`config.mk`:
```
export PLATFORM = sky130hd
export DESIGN_NAME = sps_ram
export DESIGN_NICKNAME = d
export VERILOG_FILES = /design/src/hdl/sps_ram.sv
export SDC_FILE = /design/constraint.sdc
export NUM_CORES = 1
export LEC_CHECK = 0
export ABC_AREA = 1
export BUFFER_PORTS_ARGS = -buffer_cell sky130_fd_sc_hd__buf_2
export CAP_MARGIN = 20
export CELL_PAD_IN_SITES_DETAIL_PLACEMENT = 2
export CELL_PAD_IN_SITES_GLOBAL_PLACEMENT = 2
export CORE_MARGIN = 8
export CORE_UTILIZATION = 42
export CTS_CLUSTER_DIAMETER = 120
export CTS_CLUSTER_SIZE = 14
export DETAILED_ROUTE_END_ITERATION = 6
export GPL_TIMING_DRIVEN = 0
export PLACE_DENSITY = 0.84
export SLEW_MARGIN = 15
export SYNTH_ARGS = -nofsm -noshare
export SYNTH_HDL_FRONTEND = slang
export SYNTH_SLANG_ARGS = --single-unit
```
`constraint.sdc`:
```
create_clock -name clk_i -period 2.7 [get_ports clk_i]
set_input_delay 0.135 -clock clk_i [delete_from_list [all_inputs] [get_ports clk_i]]
set_output_delay 0.135 -clock clk_i [all_outputs]
set_load 0.005 [all_outputs]
```
`src/hdl/sps_ram.sv`:
```
// Generic single-port RAM with registered read.
module sps_ram #(
  parameter int unsigned Width = 1,
  parameter int unsigned Depth = 64
) (
  input  logic                     clk_i,
  input  logic                     we_i,
  input  logic [$clog2(Depth)-1:0] addr_i,
  input  logic [Width-1:0]         wdata_i,
  output logic [Width-1:0]         rdata_o
);
  logic [Width-1:0] mem_q [Depth];

  always_ff @(posedge clk_i) begin
    if (we_i) begin
      mem_q[addr_i] <= wdata_i;
    end
    rdata_o <= mem_q[addr_i];
  end
endmodule

```
==> impl_metrics.yaml <==
outcome:
  status: "completed"
grt:
  antenna_found_initial: 0
  first_global_vias: 2694
  gr-total-overflow: 0
  grt_pass1_wl_um: 15500
  track_usage_pct: 21.0
  grt_max_degree: 65
timing:
  timing.final.crit_period_ns: 1.66
  tightest_slew_ns: 1.03
  drv_slew: 0
  worst_slack_ns: 1.04
  max_freq_ghz: 0.601
  hold_violations: 0
  setup_viol: 0
  fin_skew_ns: 0.00733
  relSlewSlack_pct: 31.5
  finalCritPeriodShare_pct: 61.7
  rsz0062_at_grt: "false"
  fin_tns_setup_ns: 0
min_path:
  min_path_type: "input pin to flip-flop"
  hold-path-endpoint: "rdata_o"
  worstHoldPathCells: 6
  worstHoldStart: "addr_i[3]"
layout:
  final_core_util_pct: 48.1
  layout-drive-gt1-share_pct: 10.6
  nets: 372
  n_antenna_cell: 0
  final_area_mm2: 0.00347
  area_growth_pct: 11.8
critical_path:
  r2r_setup_slack_ns: 1.38
  critPathKind: "input pin to flip-flop"
  cp.arrival_ns: 1.71
  slowest_delay_ns: 0.55
  worst_r2r_endpoint: "rdata_o"
  start_kind: "input pin"
  slowest_stage: "nand3_1"
  crit_top_cell: "buf_2"
  cp.required_ns: 2.75
  path_max_fanout: 10
  crit_path_cell_trace: "buf_2, buf_2, nor2_2, nand3_1, nor2_1"
  crit_start: "addr_i[1]"
  end_kind: "flip-flop"
  r2r_cells: 7
  r2r-start: "mem_q[36]"
floorplanning:
  die_height_um: 102
  die_area_mm2: 0.0104
  start_util_pct: 43.0
  io-pin-count: 10
  num_rows: 31
  die_w_um: 102
  core-area_mm2: 0.00721
synth:
  yosysSeqAreaShare_pct: 62.5
  synth-simple-area-share_pct: 28.9
  synth_seq_cells: 65
  yosysUniqueCellTypes: 15
  synthAdderAreaFrac_pct: 0
  synthesis.area_mm2: 0.00311
  yosys_warnings: 0
  synth_xor_area_share_pct: 0
  synthMuxAreaShare_pct: 0
  syn_inst: 345
  yosysTopAreaCell: "edfxtp_1"
  synth_top_area_share_pct: 61.9
  synth_area_leaders: "edfxtp_1, nand2_1, nor2_1"
  avgSynthCellArea_um2: 9.00
  synth_compound_area_share_pct: 2.10
  synth_top_family_by_area: "simple AND/OR/NAND/NOR gates"
  synth_fp_nets: 354
flow_run:
  maxCapViolations: 0
clock_tree:
  post_cts_buffers: 0
  cts_resized: 0
  clock_sinks: 65
  cts_tree: "built"
  clk_pin_slew_worst_paths_ns: 0.07
  post_cts_hold_buffer_count: 0
  clock_path_buffers: 2
  cts_buffers: 9
  clock_latency_ns: 0.36
  h-tree-depth: 3
  root_buffer: "clkbuf_8"
detailed_routing:
  wl_per_cell_um: 21.4
  drt_iter0_drc: 114
  finalWirelength_um: 9980
  first_pass_iters: 4
  postRouteAntennaNets: 0
  drc: 0
  vias: 2481
  avgViaCountPerCell: 5.31
power:
  p_per_area_mw_per_mm2: 633
  power.leakage_nw: 1.39
  peakVddDrop_uv: 529
placement:
  place_area_mm2: 0.00326
  place.gp.congestion: 0.743
  portBuffers: 7
  dp_slack_ns: 0.649
  dpl.hpwl_um: 6520
registers in the layout, indices dropped and copies added, names as in the netlist:
register	cells
mem_q	64
rdata_o	1
synthesized netlist by cell type, drive strengths merged:
master and count:
nand2 125, nor2 77, edfxtp 64, inv 33, nand3 16, buf 10, o211ai 6, or2 5
nor3 4, o21ai 4, dfxtp 1
kinds of logic after synthesis:
| family | after synthesis |
|---|---|
| buffers and inverters | 43 |
| AO/OA/AOI/OAI | 10 |
| flip-flops | 65 |
| AND/OR/NAND/NOR | 227 |
per-stage QoR:
stage	cells	hold WS [ns]	total power, mW
finish	467	0.389	2.20
global route	467	0.439	2.26
CTS	467	0.361	2.21
detailed placement	451	0.518	1.31
global placement	451	0.520	1.30
floorplan	345	0.234	1.23
layout make-up:
type                       count  area (um2)
buffer                        10        77.6
clock buffer                   9         124
clock inverter                 7        85.1
fill                         788        3740
inverter                      33         124
multi-input combinational    237         962
sequential                    65        1940
tap                           99         124
timing repair buffer           7        35.0
worst max-delay path by stage:
stage          cells after the start   endpoint  slack [ns]
2_1_floorplan                      5  mem_q[12]        1.52
3_3_place_gp                       5  mem_q[28]        0.74
3_5_place_dp                       5  mem_q[53]        0.65
4_1_cts                            5  mem_q[53]        1.04
5_1_grt                            5  mem_q[45]        0.99
6_report                           5  mem_q[53]        1.04
per-layer routing:
layer  wire length, um  vias to the layer above  GRT usage, %  part of all wire [%]
met4               377                        0          11.1                   3.8
met3               329                       29          3.88                   3.3
met5                 0                        -             0                     0
met2              5010                       59          35.7                    50
li1                  -                     1133             -                     -
met1              4270                     1260          24.5                    43
layout by cell type (no fill, tap or decap):
cell | synthesis | layout
inv_1 | 28 | 28
buf_2 | 5 | 12
nor2_2 | 3 | 3
edfxtp_1 | 64 | 64
o21ai_1 | 4 | 4
nor2_1 | 74 | 74
buf_4 | 1 | 1
o211ai_1 | 6 | 6
clkinv_2 | 0 | 2
nand2_1 | 125 | 125
inv_2 | 5 | 5
clkinvlp_4 | 0 | 1
clkbuf_8 | 0 | 9
buf_6 | 4 | 4
dfxtp_1 | 1 | 1
or2_1 | 5 | 5
bufinv_16 | 0 | 2
nor3_1 | 4 | 4
clkinv_1 | 0 | 2
nand3_1 | 16 | 16
power by group:
group          internal, mW  total, mW  switching, mW
Clock                 0.510      0.908          0.398
Sequential             1.12       1.12        0.00236
Combinational        0.0418      0.171          0.129
worst max-delay path: cells and delay by family:
kind / cells / cell delay [ns]
AND/OR/NAND/NOR: 3 / 1.23
buffers and inverters: 2 / 0.34
(Power assumes the default switching activity.)
