File: src/hdl/sps_divider.sv
// Iterative restoring divider, one quotient bit per cycle.
module sps_divider #(
  parameter int unsigned Width = 24
) (
  input  logic             clk_i,
  input  logic             rst_ni,
  input  logic             start_i,
  input  logic [Width-1:0] dividend_i,
  input  logic [Width-1:0] divisor_i,
  output logic             done_o,
  output logic [Width-1:0] quotient_o
);
  localparam int unsigned CntWidth = $clog2(Width + 1);

  logic [Width-1:0]    quo_q, quo_d;
  logic [Width:0]      rem_q, rem_d;
  logic [Width-1:0]    div_q, div_d;
  logic [CntWidth-1:0] cnt_q, cnt_d;
  logic                busy_q, busy_d, done_q, done_d;
  logic [Width:0]      trial;

  always_comb begin
    quo_d  = quo_q;
    rem_d  = rem_q;
    div_d  = div_q;
    cnt_d  = cnt_q;
    busy_d = busy_q;
    done_d = 1'b0;
    trial  = {rem_q[Width-1:0], quo_q[Width-1]};
    if (start_i) begin
      quo_d  = dividend_i;
      rem_d  = '0;
      div_d  = divisor_i;
      cnt_d  = CntWidth'(Width);
      busy_d = 1'b1;
    end else if (busy_q) begin
      if (trial >= {1'b0, div_q}) begin
        rem_d = trial - {1'b0, div_q};
        quo_d = {quo_q[Width-2:0], 1'b1};
      end else begin
        rem_d = trial;
        quo_d = {quo_q[Width-2:0], 1'b0};
      end
      cnt_d = cnt_q - 1'b1;
      if (cnt_q == CntWidth'(1)) begin
        busy_d = 1'b0;
        done_d = 1'b1;
      end
    end
  end

  always_ff @(posedge clk_i or negedge rst_ni) begin
    if (!rst_ni) begin
      busy_q <= 1'b0;
      done_q <= 1'b0;
      cnt_q  <= '0;
    end else begin
      busy_q <= busy_d;
      done_q <= done_d;
      cnt_q  <= cnt_d;
    end
  end

  always_ff @(posedge clk_i) begin
    quo_q <= quo_d;
    rem_q <= rem_d;
    div_q <= div_d;
  end

  assign done_o     = done_q;
  assign quotient_o = quo_q;
endmodule

File: config.mk
export PLATFORM = sky130hd
export DESIGN_NAME = sps_divider
export DESIGN_NICKNAME = d
export VERILOG_FILES = /design/src/hdl/sps_divider.sv
export SDC_FILE = /design/constraint.sdc
export NUM_CORES = 1
export LEC_CHECK = 0
export ABC_AREA = 1
export BUFFER_PORTS_ARGS = -buffer_cell sky130_fd_sc_hd__buf_2
export CAP_MARGIN = 30
export CORE_MARGIN = 2
export CORE_UTILIZATION = 62
export DETAILED_ROUTE_END_ITERATION = 10
export GPL_ROUTABILITY_DRIVEN = 1
export PLACE_DENSITY = 0.86
export SYNTH_ARGS = -nofsm -noshare
export SYNTH_HDL_FRONTEND = slang
export SYNTH_SLANG_ARGS = --single-unit
File: constraint.sdc
create_clock -name clk_i -period 3.74 [get_ports clk_i]
set_input_delay 0.935 -clock clk_i [delete_from_list [all_inputs] [get_ports clk_i]]
set_output_delay 0.935 -clock clk_i [all_outputs]
set_load 0.05 [all_outputs]
==> metrics.yaml <==
run_status:
  outcome: "finished, final reports clean"
routing:
  wl_per_cell_um: 13.5
  postRouteAntennaNets: 0
  vias: 4816
  first_pass_iters: 5
  drt-total-wl_um: 12500
  dr.first_iter.drc_count: 271
  routed_via_density: 5.22
  drc: 0
synthesis:
  synth_top_area_share_pct: 28.0
  synth_xor_area_share_pct: 1.53
  synth_mux_area_share_pct: 0
  synth_top_family_by_area: "simple AND/OR/NAND/NOR gates"
  syn_area_um2: 5150
  synth_compound_area_share_pct: 2.38
  yosys-top-cells-area: "edfxtp_1 (28%), nand2_1 (23%), inv_1 (9.6%)"
  synthAdderAreaFrac_pct: 6.71
  syn-num-nets: 817
  syn-mean-instance-area_um2: 6.97
  synth_warnings: 0
  ys_ff_latch: 79
  synth_cell_types: 32
  yosys.area_share.simple_pct: 36.8
  yosysTopAreaCell: "edfxtp_1"
  synth_cells: 739
  seq_area_frac_synth_pct: 40.7
sta:
  setup-violations-final: 0
  relSlewSlack_pct: 38.2
  final_max_slew_viol_count: 0
  timing.fmax_ghz: 0.384
  hold_viol: 0
  rsz0062_at_grt: "no"
  finalSetupTns_ns: 0
  period_share_pct: 69.6
  worst_pin_slew_ns: 0.926
  min_period_ns: 2.60
  clock_skew_ns: 0.0187
critical_path:
  critPathKind: "reg2reg"
  path_max_fanout: 25
  worstPathArrival_ns: 2.86
  r2r_cells: 11
  r2r_slack_ns: 1.14
  crit-reg2reg-launch: "div_q[9]"
  end_kind: "flip-flop"
  start_kind: "flip-flop"
  reg2reg_to: "rem_q[19]"
  cp.required_ns: 4.00
die:
  die_y_um: 95.1
  die_area_um2: 9050
  initial_utilization_pct: 63.3
  io_pins: 76
  num_rows: 33
  core_region_area_um2: 8130
  die_x_um: 95.1
cts:
  cts.sinks: 79
  cts_buffers: 9
  clk_latency_ns: 0.37
  cts_tree: "yes"
  clockBufferDepth: 2
  cts_setup_buffers: 0
  cts-resized-gates: 0
  clk_pin_slew_ns: 0.11
  clock_tree.htree_level_count: 3
  cts_hold_buffers: 0
  cts_root_buf: "clkbuf_8"
finish:
  n_fill_cell: 704
  antenna_cells: 0
  design_area_um2: 5800
  nets: 891
  instances_no_fill: 923
  area_growth_syn_to_layout_pct: 12.7
  layout-drive-gt1-share_pct: 13.3
power:
  ir_worst_vdd_uv: 412
  leakage_nw: 3.26
  p_per_area_nw_per_um2: 610
  finalPower_mw: 3.54
grt:
  overflow: 0
  antenna_found_initial: 0
  grt_pass1_vias: 4566
  grt_pass1_wl_um: 20800
  grt_max_degree: 39
  grt_util_all_layers_pct: 29.4
run:
  timing.max_cap.violations: 0
placed_design:
  hpwl_um: 9090
  io_buffers: 75
  gp_congestion: 0.974
  dp_cells: 907
  placed_cell_area_um2: 5610
min_path:
  min_path_type: "in2async"
per-stage QoR:
step | util [%] | setup WS (ns) | hold slack (ns)
2_1_floorplan | - | 1.47 | 0.449
3_3_place_gp | 68.9 | 1.23 | 0.461
3_5_place_dp | 68.9 | 1.20 | 0.466
4_1_cts | 71.3 | 1.20 | 0.372
5_1_grt | 71.3 | 0.950 | 0.363
6_report | 71.3 | 1.14 | 0.374
synth_stat cells:
cell / instances
o22ai_1: 1
nand3_1: 46
buf_6: 2
clkbuf_1: 9
a21oi_4: 1
o21ai_0: 4
nand2_1: 322
nor2_2: 3
o21a_1: 1
nand3b_1: 7
clkinv_1: 4
nand4_4: 1
buf_2: 6
nand2_2: 2
inv_1: 132
nor4_1: 1
xnor2_1: 8
a21oi_1: 13
nand3_4: 1
nor3_1: 1
and2_1: 1
edfxtp_1: 48
fa_1: 1
a21o_1: 1
nand4_1: 31
nor2_1: 29
ha_1: 26
xor2_1: 1
nor3_2: 1
dfrtp_1: 7
inv_2: 4
dfxtp_1: 24
cells in the final DEF (no fill, tap or decap), types with 2 or more instances in the layout:
cell | Yosys | final
a21oi_1 | 13 | 13
buf_2 | 6 | 75
buf_4 | 0 | 5
clkbuf_8 | 0 | 9
clkinv_1 | 4 | 4
dfrtp_1 | 7 | 7
dfxtp_1 | 24 | 24
edfxtp_1 | 48 | 48
ha_1 | 26 | 26
inv_1 | 132 | 132
inv_2 | 4 | 4
inv_6 | 0 | 4
nand2_1 | 322 | 322
nand2_2 | 2 | 2
nand3_1 | 46 | 46
nand3b_1 | 7 | 7
nand4_1 | 31 | 31
nor2_1 | 29 | 29
nor2_2 | 3 | 3
o21ai_0 | 4 | 4
xnor2_1 | 8 | 8
logic make-up (layout without fill, tap and decap cells):
logic type	after synthesis	count (layout)
AND/OR/NAND/NOR	446	446
buffers and inverters	157	236
flip-flops	79	79
adder cells (fa/ha/maj)	27	27
AO/OA/AOI/OAI	21	21
XOR/XNOR	9	9
worst max path at each step:
stage	startpoint	end	slack, ns	depth (start not counted)
3_5_place_dp	start_i	busy_q	1.20	5
3_3_place_gp	start_i	quotient_o[0]	1.23	4
5_1_grt	div_q[8]	rem_q[20]	0.95	11
6_report	div_q[9]	rem_q[19]	1.14	11
4_1_cts	div_q[9]	rem_q[14]	1.20	11
2_1_floorplan	start_i	quotient_o[0]	1.47	3
critical path: stages, from the launching register on:
cell and delay (ns):
edfxtp_1 0.34, inv_1 0.04, ha_1 0.34, nand2_1 0.14, nor2_2 0.24, nand3_1 0.11, clkinv_1 0.12, nand4_4 0.43
nand3_4 0.49, nand2_1 0.09, nand3_1 0.08, nand2_1 0.06
layer usage:
metal	share of wire [%]	global-route usage (%)	wire [µm]
met4	2.8	12.9	356
met2	47	50.1	5870
met5	0	0	0
met1	43	36.1	5430
met3	6.7	5.93	839
registers in the layout, summed over array words and instances (netlist names):
signal,count
div_q,24
rem_q,24
done_o,1
quotient_o,24
cnt_q,5
busy_q,1
report_power, final:
part | leakage (nW) | total, mW | internal [mW] | switching [mW]
Sequential | 0.778 | 1.19 | 1.08 | 0.109
Combinational | 2.39 | 1.70 | 0.579 | 1.12
Clock | 0.0959 | 0.642 | 0.261 | 0.381
Total | 3.26 | 3.54 | 1.92 | 1.61
area by class of cell:
cell class / instances / area, µm² / share of cell area (%)
inverters: 140 / 526 / 9.06
repair buffers: 80 / 413 / 7.12
clock buffers: 9 / 124 / 2.14
clock inverters: 7 / 70.1 / 1.21
multi-input cells: 503 / 2440 / 42.0
flip-flops and latches: 79 / 2100 / 36.2
well taps: 105 / 131 / 2.27
(Power assumes the default switching activity.)
